**src/hdl/bfct_pkg.sv**
```systemverilog
`timescale 1ns / 1ps
// ----------------------------------------------------------------------------
// bfct_pkg: shared types and constants of the best-fit free chunk table
// Opcodes, status codes, sequencer states and the compare flags that pass
// from the shared compare unit to the sequencer.
// ----------------------------------------------------------------------------
package bfct_pkg;

  localparam int unsigned SIZE_BITS       = 32;
  localparam int unsigned START_PORT_BITS = 32;
  localparam int unsigned COUNT_PORT_BITS = 7;
  localparam int unsigned OP_BITS         = 2;

  typedef enum logic [OP_BITS-1:0] {
    OP_INSERT  = 2'd0,
    OP_REMOVE  = 2'd1,
    OP_REQUEST = 2'd2,
    OP_NOP     = 2'd3
  } op_e;

  typedef enum logic [1:0] {
    ST_OK        = 2'd0,
    ST_NO_FIT    = 2'd1,
    ST_NOT_FOUND = 2'd2,
    ST_EVICTED   = 2'd3
  } status_e;

  typedef enum logic [2:0] {
    S_IDLE,
    S_INS,
    S_REQ,
    S_FND,
    S_SHF,
    S_PUT
  } state_e;

  typedef struct packed {
    logic key_gt;
    logic start_eq;
  } cmp_flags_t;

endpackage

```
**src/hdl/bfct_alu.sv**
```systemverilog
`timescale 1ns / 1ps
// ----------------------------------------------------------------------------
// bfct_alu: shared compare and remainder unit
// Compares the key against the entry just read and forms the remainder of a
// granted chunk.
// ----------------------------------------------------------------------------
module bfct_alu #(
  parameter int unsigned ID_BITS = 32
) (
  input  logic [ID_BITS-1:0]             key_start_i,
  input  logic [bfct_pkg::SIZE_BITS-1:0] key_size_i,
  input  logic [ID_BITS-1:0]             ent_start_i,
  input  logic [bfct_pkg::SIZE_BITS-1:0] ent_size_i,
  output bfct_pkg::cmp_flags_t           flags_o,
  output logic [ID_BITS-1:0]             rem_start_o,
  output logic [bfct_pkg::SIZE_BITS-1:0] rem_size_o
);

  assign flags_o.key_gt   = (key_size_i > ent_size_i);
  assign flags_o.start_eq = (key_start_i == ent_start_i);

  // The remainder start wraps at the block id width.
  assign rem_size_o  = ent_size_i - key_size_i;
  assign rem_start_o = ent_start_i + ID_BITS'(key_size_i);

endmodule

```
**config.mk**
```make
export PLATFORM = sky130hd
export DESIGN_NAME = bfct_alu
export DESIGN_NICKNAME = d
export VERILOG_FILES = /design/src/hdl/bfct_pkg.sv /design/src/hdl/bfct_alu.sv
export SDC_FILE = /design/constraint.sdc
export NUM_CORES = 1
export LEC_CHECK = 0
export ABC_AREA = 1
export BUFFER_PORTS_ARGS = -buffer_cell sky130_fd_sc_hd__buf_2
export CELL_PAD_IN_SITES_DETAIL_PLACEMENT = 2
export CELL_PAD_IN_SITES_GLOBAL_PLACEMENT = 2
export CORE_MARGIN = 3
export CORE_UTILIZATION = 24
export DETAILED_ROUTE_END_ITERATION = 10
export PLACE_DENSITY = 0.91
export SLEW_MARGIN = 20
export SYNTH_ARGS = -nofsm -noshare
export SYNTH_HDL_FRONTEND = slang
export SYNTH_SLANG_ARGS = --single-unit
```
**constraint.sdc**
```tcl
create_clock -name vclk -period 2.05
set_input_delay 0.3075 -clock vclk [all_inputs]
set_output_delay 0.3075 -clock vclk [all_outputs]
set_load 0.01 [all_outputs]
```
==> impl_metrics.xml, run 1 <==
<?xml version="1.0" encoding="UTF-8"?>
<metrics>
  <group name="die">
    <metric name="i_o_pin_cnt" unit="">194</metric>
    <metric name="rows" unit="">53</metric>
    <metric name="initial_core_util" unit="%">24.8</metric>
    <metric name="die_y" unit="um">154</metric>
    <metric name="dieWidth" unit="um">154</metric>
  </group>
  <group name="yosys">
    <metric name="synth_seq_area_share" unit="%">0</metric>
    <metric name="synth_cell_types" unit="">24</metric>
    <metric name="netlist_area" unit="um2">5280</metric>
    <metric name="synth_fp_nets" unit="">1300</metric>
    <metric name="ys_top_cells_by_count" unit="">sky130_fd_sc_hd__nand2_1, sky130_fd_sc_hd__inv_1, sky130_fd_sc_hd__nor2_1</metric>
    <metric name="netlist_top_cells_area" unit="">sky130_fd_sc_hd__nand2_1, sky130_fd_sc_hd__inv_1, sky130_fd_sc_hd__ha_1, sky130_fd_sc_hd__nor2_1, sky130_fd_sc_hd__xor2_1</metric>
    <metric name="syn_avg_cell_area" unit="um2">4.77</metric>
    <metric name="post-synth-top-area-cell" unit="">sky130_fd_sc_hd__nand2_1</metric>
    <metric name="yosysMostFrequentCell" unit="">sky130_fd_sc_hd__nand2_1</metric>
    <metric name="synth_top_cell_area_share" unit="%">33.9</metric>
    <metric name="post_synth_inst_count" unit="">1107</metric>
    <metric name="ys.warnings.count" unit="">0</metric>
  </group>
  <group name="status">
    <metric name="flow.stopped_at" unit="">5_1_grt</metric>
    <metric name="run_status" unit="">stopped before the end</metric>
    <metric name="first-error" unit="">[ERROR DPL-0033] detailed placement checks failed during check placement.</metric>
  </group>
  <group name="placed_design">
    <metric name="gp_congestion" unit="">0.872</metric>
    <metric name="place_ws" unit="ns">-0.405</metric>
    <metric name="i_o_buffers" unit="">194</metric>
    <metric name="dp.cells" unit="">1695</metric>
    <metric name="detailedPlacementHpwl" unit="um">29900</metric>
  </group>
  <group name="global_route">
    <metric name="maximum_number_of_pins_on_one_net_before_global_route_repair" unit="">7</metric>
    <metric name="grt_antenna_before_repair" unit="">7</metric>
  </group>
  <group name="sta">
    <metric name="postGrtWorstEndpoint" unit="">rem_size_o[28]</metric>
    <metric name="worstEndpointType" unit="">output port</metric>
  </group>
</metrics>
-- repair_timing --
| action | CTS |
|---|---|
| hold buffers | 0 |
| endpoints found under the hold margin | 0 |
| endpoints found under the setup margin | 54 |
| gates resized for setup | 383 |
| buffers inserted | 12 |
| pin swaps | 73 |
-- cells by family after synthesis --
family / synth area share [%]
AO/OA/AOI/OAI: 5.26
XOR/XNOR: 9.29
adder cells (fa/ha/maj): 15.7
buffers and inverters: 20.1
AND/OR/NAND/NOR: 49.6
-- through the flow --
stage | cell area, um2 | util [%] | TNS (ns)
4_1_cts | 9190 | 43.1 | -1.57
3_5_place_dp | 7480 | 35.1 | -12.91
3_3_place_gp | 7480 | 35.1 | -6.42
2_1_floorplan | 5280 | - | 0
==> run 2: changes to the inputs <==
--- a/config.mk
+++ b/config.mk
@@ -7,12 +7,10 @@
 export LEC_CHECK = 0
 export ABC_AREA = 1
 export BUFFER_PORTS_ARGS = -buffer_cell sky130_fd_sc_hd__buf_2
-export CELL_PAD_IN_SITES_DETAIL_PLACEMENT = 2
-export CELL_PAD_IN_SITES_GLOBAL_PLACEMENT = 2
 export CORE_MARGIN = 3
-export CORE_UTILIZATION = 24
+export CORE_UTILIZATION = 20
 export DETAILED_ROUTE_END_ITERATION = 10
-export PLACE_DENSITY = 0.91
+export PLACE_DENSITY_LB_ADDON = 0.15
 export SLEW_MARGIN = 20
 export SYNTH_ARGS = -nofsm -noshare
 export SYNTH_HDL_FRONTEND = slang
==> run 2 against run 1 <==
The flow now finishes, with violations (setup timing). Synthesized cell count did not move. Synthesized area did not move.
==> impl_metrics.xml, run 2 <==
<?xml version="1.0" encoding="UTF-8"?>
<metrics>
  <group name="yosys">
    <metric name="synth_top_cell_area_share" unit="%">33.9</metric>
    <metric name="ys_top_cells_by_count" unit="">sky130_fd_sc_hd__nand2_1, sky130_fd_sc_hd__inv_1, sky130_fd_sc_hd__nor2_1</metric>
    <metric name="ys.warnings.count" unit="">0</metric>
    <metric name="post_synth_inst_count" unit="">1107</metric>
    <metric name="netlist_top_cells_area" unit="">sky130_fd_sc_hd__nand2_1, sky130_fd_sc_hd__inv_1, sky130_fd_sc_hd__ha_1, sky130_fd_sc_hd__nor2_1, sky130_fd_sc_hd__xor2_1</metric>
    <metric name="synth_seq_area_share" unit="%">0</metric>
    <metric name="synth_fp_nets" unit="">1300</metric>
    <metric name="netlist_area" unit="um2">5280</metric>
    <metric name="post-synth-top-area-cell" unit="">sky130_fd_sc_hd__nand2_1</metric>
    <metric name="syn_avg_cell_area" unit="um2">4.77</metric>
    <metric name="synth_cell_types" unit="">24</metric>
    <metric name="yosysMostFrequentCell" unit="">sky130_fd_sc_hd__nand2_1</metric>
  </group>
  <group name="finish">
    <metric name="nClkBuffers" unit="">0</metric>
    <metric name="final_common_cell" unit="">sky130_fd_sc_hd__nand2_1</metric>
    <metric name="drive_gt1_share" unit="%">52.2</metric>
    <metric name="layout.nets" unit="">1642</metric>
    <metric name="layout_common_cells" unit="">sky130_fd_sc_hd__nand2_1, sky130_fd_sc_hd__inv_1, sky130_fd_sc_hd__buf_2</metric>
    <metric name="seq_cells" unit="">0</metric>
    <metric name="flow.area_growth_from_synthesis" unit="%">92.5</metric>
    <metric name="layout.filler_cells" unit="">2796</metric>
    <metric name="seq_area" unit="um2">0</metric>
  </group>
  <group name="drt">
    <metric name="firstDrtPassIters" unit="">4</metric>
    <metric name="vias" unit="">7336</metric>
    <metric name="drt-vias-per-instance" unit="">4.13</metric>
    <metric name="final_routed_wirelength" unit="um">24200</metric>
    <metric name="post-route-drc-count" unit="">0</metric>
    <metric name="drtAntennaViolNets" unit="">0</metric>
    <metric name="drt_first_iter_violations" unit="">246</metric>
    <metric name="final_routed_wire_length_divided_by_cell_count" unit="um">13.6</metric>
  </group>
  <group name="worst_setup_path">
    <metric name="cp.arrival" unit="ns">1.76</metric>
    <metric name="crit_path_end_kind" unit="">primary output</metric>
    <metric name="worst-path-max-fanout" unit="">3</metric>
    <metric name="worst-setup-path-type" unit="">primary input to primary output</metric>
    <metric name="startpoint_type" unit="">primary input</metric>
    <metric name="worst_path_required" unit="ns">1.74</metric>
  </group>
  <group name="sta">
    <metric name="setup_ws_final" unit="ns">-0.0197</metric>
    <metric name="post-route-period-util" unit="%">101</metric>
    <metric name="setup_viol" unit="">5</metric>
    <metric name="worst-slew-pin-transition" unit="ns">0.322</metric>
    <metric name="max_frequency" unit="MHz">483</metric>
    <metric name="grt_setup_unrepaired" unit="">true</metric>
    <metric name="final_max_slew_viol_count" unit="">0</metric>
    <metric name="final_period_minus_worst_setup_slack" unit="ns">2.07</metric>
    <metric name="final_hold_viol_count" unit="">0</metric>
    <metric name="remaining_max_slew_budget_at_the_tightest_pin" unit="%">78.4</metric>
  </group>
  <group name="worst_hold_path">
    <metric name="hold_path_depth" unit="">3</metric>
    <metric name="timing.hold.worst.class" unit="">primary input to primary output</metric>
    <metric name="hold_path_end" unit="">rem_start_o[0]</metric>
    <metric name="hp-start" unit="">ent_start_i[0]</metric>
  </group>
  <group name="die">
    <metric name="area_of_the_core" unit="um2">25500</metric>
    <metric name="dieWidth" unit="um">168</metric>
    <metric name="die_area" unit="um2">28400</metric>
    <metric name="rows" unit="">58</metric>
    <metric name="die_y" unit="um">168</metric>
    <metric name="i_o_pin_cnt" unit="">194</metric>
    <metric name="initial_core_util" unit="%">20.7</metric>
  </group>
  <group name="placed_design">
    <metric name="detailedPlacementHpwl" unit="um">21200</metric>
    <metric name="place_ws" unit="ns">-0.313</metric>
    <metric name="gp_congestion" unit="">0.852</metric>
    <metric name="i_o_buffers" unit="">194</metric>
  </group>
  <group name="global_route">
    <metric name="first_global_vias" unit="">7283</metric>
    <metric name="grt_first_pass_wirelength" unit="um">37000</metric>
    <metric name="total_congestion_overflow" unit="">0</metric>
    <metric name="maximum_number_of_pins_on_one_net_before_global_route_repair" unit="">8</metric>
    <metric name="grt_antenna_before_repair" unit="">1</metric>
    <metric name="grt.total_usage" unit="%">16.0</metric>
  </group>
  <group name="flow_run">
    <metric name="max_cap_violations" unit="">0</metric>
  </group>
  <group name="power_and_ir_drop">
    <metric name="power_per_cell_area" unit="nW/um2">318</metric>
    <metric name="power" unit="W">0.00324</metric>
    <metric name="leakage" unit="nW">5.80</metric>
    <metric name="peakVddDrop" unit="mV">0.120</metric>
  </group>
  <group name="status">
    <metric name="run_status" unit="">finished, violations left</metric>
    <metric name="violations_in_the_final_reports" unit="">setup timing</metric>
  </group>
</metrics>
==> run 2: cell counts after synthesis <==
Identical to the previous run, type by type.
==> run 2: routing by layer <==
| layer | vias up | wire [um] | GRT usage (%) |
|---|---|---|---|
| met5 | - | 0 | 0 |
| met1 | 3279 | 10800 | 21.0 |
| met4 | 0 | 333 | 2.28 |
| met2 | 86 | 12700 | 30.0 |
| li1 | 3954 | - | - |
| met3 | 17 | 360 | 0.399 |
==> run 2: cells by family (layout without fill, tap and decap cells) <==
group,count (synthesis),after routing,share of synthesized area [%]
simple gates,654,654,49.6
other cells,0,1,0
buf+inv,281,621,20.1
xor+xnor,56,56,9.29
compound gates,51,51,5.26
fa+ha+maj,65,65,15.7
==> run 2: worst max-delay path by stage <==
| stage | cells past startpoint | startpoint | endpoint |
|---|---|---|---|
| 6_report | 13 | key_size_i[0] | rem_size_o[16] |
| 4_1_cts | 13 | key_size_i[0] | rem_size_o[16] |
| 5_1_grt | 11 | key_size_i[0] | rem_size_o[12] |
| 3_3_place_gp | 13 | key_size_i[0] | rem_size_o[28] |
| 3_5_place_dp | 13 | key_size_i[0] | rem_size_o[28] |
| 2_1_floorplan | 12 | key_size_i[0] | rem_start_o[28] |
==> run 2: layout make-up <==
class	instances	area [um2]	area share, %
tap	330	413	4.07
inverter	280	1070	10.5
multi-input combinational	826	6370	62.7
timing repair buffer	341	2300	22.7
antenna	1	2.50	0.0246
==> run 2: through the flow <==
stage	hold WS, ns	area, um2	setup TNS [ns]	instances	utilization, %
after CTS	0.923	8790	-0.843	1769	34.4
after global placement	0.931	7630	-7.67	1760	29.9
after global routing	0.942	10200	-2.35	1778	39.8
after floorplan	0.755	5280	0	1107	-
final	0.932	10200	-0.0617	1778	39.8
after detailed placement	0.931	7630	-8.23	1760	29.9
==> run 2: report_power, final <==
part	switching, W	internal [W]	total [W]
clock	0	0.0000000000652	0.0000000000652
sequential	0	0	0
combinational	0.00175	0.00148	0.00324
==> run 2: critical path, stage by stage <==
cell and delay [ns]:
sky130_fd_sc_hd__buf_8 0.11, sky130_fd_sc_hd__ha_4 0.16, sky130_fd_sc_hd__fa_2 0.36, sky130_fd_sc_hd__inv_2 0.08
sky130_fd_sc_hd__nand3_2 0.08, sky130_fd_sc_hd__nand3_4 0.10, sky130_fd_sc_hd__nand2_2 0.07, sky130_fd_sc_hd__nand2_4 0.09
sky130_fd_sc_hd__nand2_2 0.08, sky130_fd_sc_hd__nand2b_4 0.08, sky130_fd_sc_hd__nand2_1 0.06, sky130_fd_sc_hd__nand2_2 0.08
sky130_fd_sc_hd__buf_6 0.10
==> run 2: repair_timing <==
action | 4_1_cts | 5_1_grt
setup endpoints to repair | 53 | 51
gates resized for setup | 228 | 340
endpoints found under the hold margin | 0 | 0
hold buffers | 0 | 0
setup buffers | 9 | 9
pin swaps | 51 | 85
Power figures use the tool's default switching activity.
==> run 3: changes to the inputs <==
--- a/config.mk
+++ b/config.mk
@@ -8,9 +8,10 @@
 export ABC_AREA = 1
 export BUFFER_PORTS_ARGS = -buffer_cell sky130_fd_sc_hd__buf_2
 export CORE_MARGIN = 3
-export CORE_UTILIZATION = 20
+export CORE_UTILIZATION = 40
 export DETAILED_ROUTE_END_ITERATION = 10
 export PLACE_DENSITY_LB_ADDON = 0.15
+export REMOVE_ABC_BUFFERS = 1
 export SLEW_MARGIN = 20
 export SYNTH_ARGS = -nofsm -noshare
 export SYNTH_HDL_FRONTEND = slang
==> run 3 against run 2 <==
The flow still finishes with violations (setup timing). Utilization is 33 points higher. Sequential cell count stayed put. Fmax is 3.5% lower. Sequential share of layout area stayed put. Global-route usage is 10 points higher. Critical path depth is 1 higher. Non-clock buffer count is 31 lower. First-iteration DRC count is 80% higher. Final area is 8.7% lower. Combinational power is 7.1% lower. Wire length is 5.1% lower. Largest cell class unchanged. Highest routed layer unchanged.
==> impl_metrics.xml, run 3 (same netlist as run 2, synthesis figures left out) <==
<?xml version="1.0" encoding="UTF-8"?>
<metrics>
  <group name="sta">
    <metric name="final_period_minus_worst_setup_slack" unit="ns">2.14</metric>
    <metric name="grt_setup_unrepaired" unit="">true</metric>
    <metric name="final_hold_viol_count" unit="">0</metric>
    <metric name="final_max_slew_viol_count" unit="">0</metric>
    <metric name="setup_viol" unit="">16</metric>
    <metric name="post-route-period-util" unit="%">105</metric>
    <metric name="setup_ws_final" unit="ns">-0.0944</metric>
    <metric name="remaining_max_slew_budget_at_the_tightest_pin" unit="%">83.9</metric>
    <metric name="worst-slew-pin-transition" unit="ns">0.242</metric>
    <metric name="max_frequency" unit="MHz">466</metric>
  </group>
  <group name="finish">
    <metric name="layout.cells.non_filler" unit="">1591</metric>
    <metric name="layout.filler_cells" unit="">1014</metric>
    <metric name="nClkBuffers" unit="">0</metric>
    <metric name="layout.nets" unit="">1611</metric>
    <metric name="drive_gt1_share" unit="%">47.9</metric>
    <metric name="multiInputGateArea" unit="um2">6030</metric>
    <metric name="layout_common_cells" unit="">sky130_fd_sc_hd__nand2_1, sky130_fd_sc_hd__inv_1, sky130_fd_sc_hd__buf_2</metric>
    <metric name="flow.area_growth_from_synthesis" unit="%">75.7</metric>
    <metric name="final_cell_area" unit="um2">9280</metric>
    <metric name="seq_area" unit="um2">0</metric>
    <metric name="final_common_cell" unit="">sky130_fd_sc_hd__nand2_1</metric>
    <metric name="seq_cells" unit="">0</metric>
  </group>
  <group name="die">
    <metric name="area_of_the_core" unit="um2">12800</metric>
    <metric name="dieWidth" unit="um">121</metric>
    <metric name="rows" unit="">41</metric>
    <metric name="die_area" unit="um2">14600</metric>
    <metric name="i_o_pin_cnt" unit="">194</metric>
    <metric name="initial_core_util" unit="%">41.3</metric>
    <metric name="die_y" unit="um">121</metric>
  </group>
  <group name="worst_setup_path">
    <metric name="worst-setup-path-type" unit="">primary input to primary output</metric>
    <metric name="worst-path-max-fanout" unit="">4</metric>
    <metric name="standard_cell_with_the_maximum_stage_delay_on_the_critical_path" unit="">sky130_fd_sc_hd__ha_4</metric>
    <metric name="crit_path_end_kind" unit="">primary output</metric>
    <metric name="crit_chain" unit="">buf_2 &gt; inv_2 &gt; ha_4 &gt; nand2_1 &gt; nand2_2 &gt; inv_1 &gt; nand2_2 &gt; inv_2 &gt; nand3_4 &gt; nand2_2 &gt; nand3_2 &gt; nand2_1 &gt; nand2_1 &gt; buf_2</metric>
    <metric name="cp.arrival" unit="ns">1.84</metric>
    <metric name="worst_path_required" unit="ns">1.74</metric>
    <metric name="max_stage_delay" unit="ns">0.27</metric>
    <metric name="startpoint_type" unit="">primary input</metric>
  </group>
  <group name="drt">
    <metric name="drt-vias-per-instance" unit="">4.87</metric>
    <metric name="drt_first_iter_violations" unit="">442</metric>
    <metric name="vias" unit="">7754</metric>
    <metric name="drtAntennaViolNets" unit="">0</metric>
    <metric name="final_routed_wirelength" unit="um">22900</metric>
    <metric name="firstDrtPassIters" unit="">5</metric>
    <metric name="final_routed_wire_length_divided_by_cell_count" unit="um">14.4</metric>
    <metric name="post-route-drc-count" unit="">0</metric>
  </group>
  <group name="power_and_ir_drop">
    <metric name="leakage" unit="nW">5.47</metric>
    <metric name="peakVddDrop" unit="mV">0.179</metric>
    <metric name="power" unit="W">0.00301</metric>
    <metric name="power_per_cell_area" unit="nW/um2">325</metric>
  </group>
  <group name="placed_design">
    <metric name="detailedPlacementHpwl" unit="um">16800</metric>
    <metric name="gp_congestion" unit="">0.926</metric>
    <metric name="i_o_buffers" unit="">194</metric>
    <metric name="dpl_cell_area" unit="um2">7200</metric>
    <metric name="dp.cells" unit="">1571</metric>
  </group>
  <group name="global_route">
    <metric name="total_congestion_overflow" unit="">0</metric>
    <metric name="grt_antenna_before_repair" unit="">3</metric>
    <metric name="grt.total_usage" unit="%">26.0</metric>
    <metric name="grt_first_pass_wirelength" unit="um">31300</metric>
    <metric name="first_global_vias" unit="">6892</metric>
    <metric name="maximum_number_of_pins_on_one_net_before_global_route_repair" unit="">8</metric>
  </group>
  <group name="worst_hold_path">
    <metric name="hold_path_depth" unit="">3</metric>
    <metric name="timing.hold.worst.class" unit="">primary input to primary output</metric>
  </group>
  <group name="status">
    <metric name="violations_in_the_final_reports" unit="">setup timing</metric>
    <metric name="run_status" unit="">finished, violations left</metric>
  </group>
  <group name="flow_run">
    <metric name="max_cap_violations" unit="">0</metric>
  </group>
  <group name="clock_tree">
    <metric name="cts_hold_buffers" unit="">0</metric>
  </group>
</metrics>
==> run 3: metrics by stage <==
step                      hold slack [ns]  worst slack (ns)  setup TNS, ns  util [%]
after floorplan                     0.755            0.0883              0         -
after global placement              0.936            -0.208          -3.85      56.3
after detailed placement            0.940            -0.232          -4.54      56.3
after CTS                           0.946           -0.0205        -0.0820      62.0
after global routing                0.952            -0.159          -2.38      72.6
final                               0.949           -0.0944         -0.802      72.6
==> run 3: path summary, 6_finish.rpt <==
kind,from,to,slack [ns]
setup / recovery,key_size_i[9],rem_size_o[18],-0.09
hold / removal,ent_start_i[0],rem_start_o[0],0.95
==> run 3: timing repair <==
action | in CTS | in global routing
gates cloned | 0 | 0
endpoints found under the setup margin | 47 | 48
gates resized for setup | 133 | 336
setup buffers | 3 | 15
pin swaps | 23 | 78
==> run 3: cell type report <==
type | count | share of cell area (%)
Multi-Input combinational cell | 826 | 65.0
Timing Repair Buffer | 310 | 21.2
Inverter | 280 | 11.4
Tap cell | 172 | 2.32
Antenna cell | 3 | 0.0809
==> run 3: metal layers <==
layer,GRT usage [%],up-vias,part of all wire (%),routed length [um]
met4,6.37,0,3.7,857
met2,46.7,300,50,11400
met3,0.932,63,5.7,1300
li1,-,3902,-,-
met5,0,-,0,0
met1,34.2,3489,41,9350
==> run 3: worst max-delay path, delay by kind of cell <==
family	cells	cell delay (ns)
simple gates	8	0.73
buf+inv	5	0.53
fa+ha+maj	1	0.27
==> run 3: power breakdown <==
part	total, W	switching (W)	internal [W]
clock network	0.000000000196	0	0.000000000196
registers	0	0	0
logic	0.00301	0.00167	0.00134
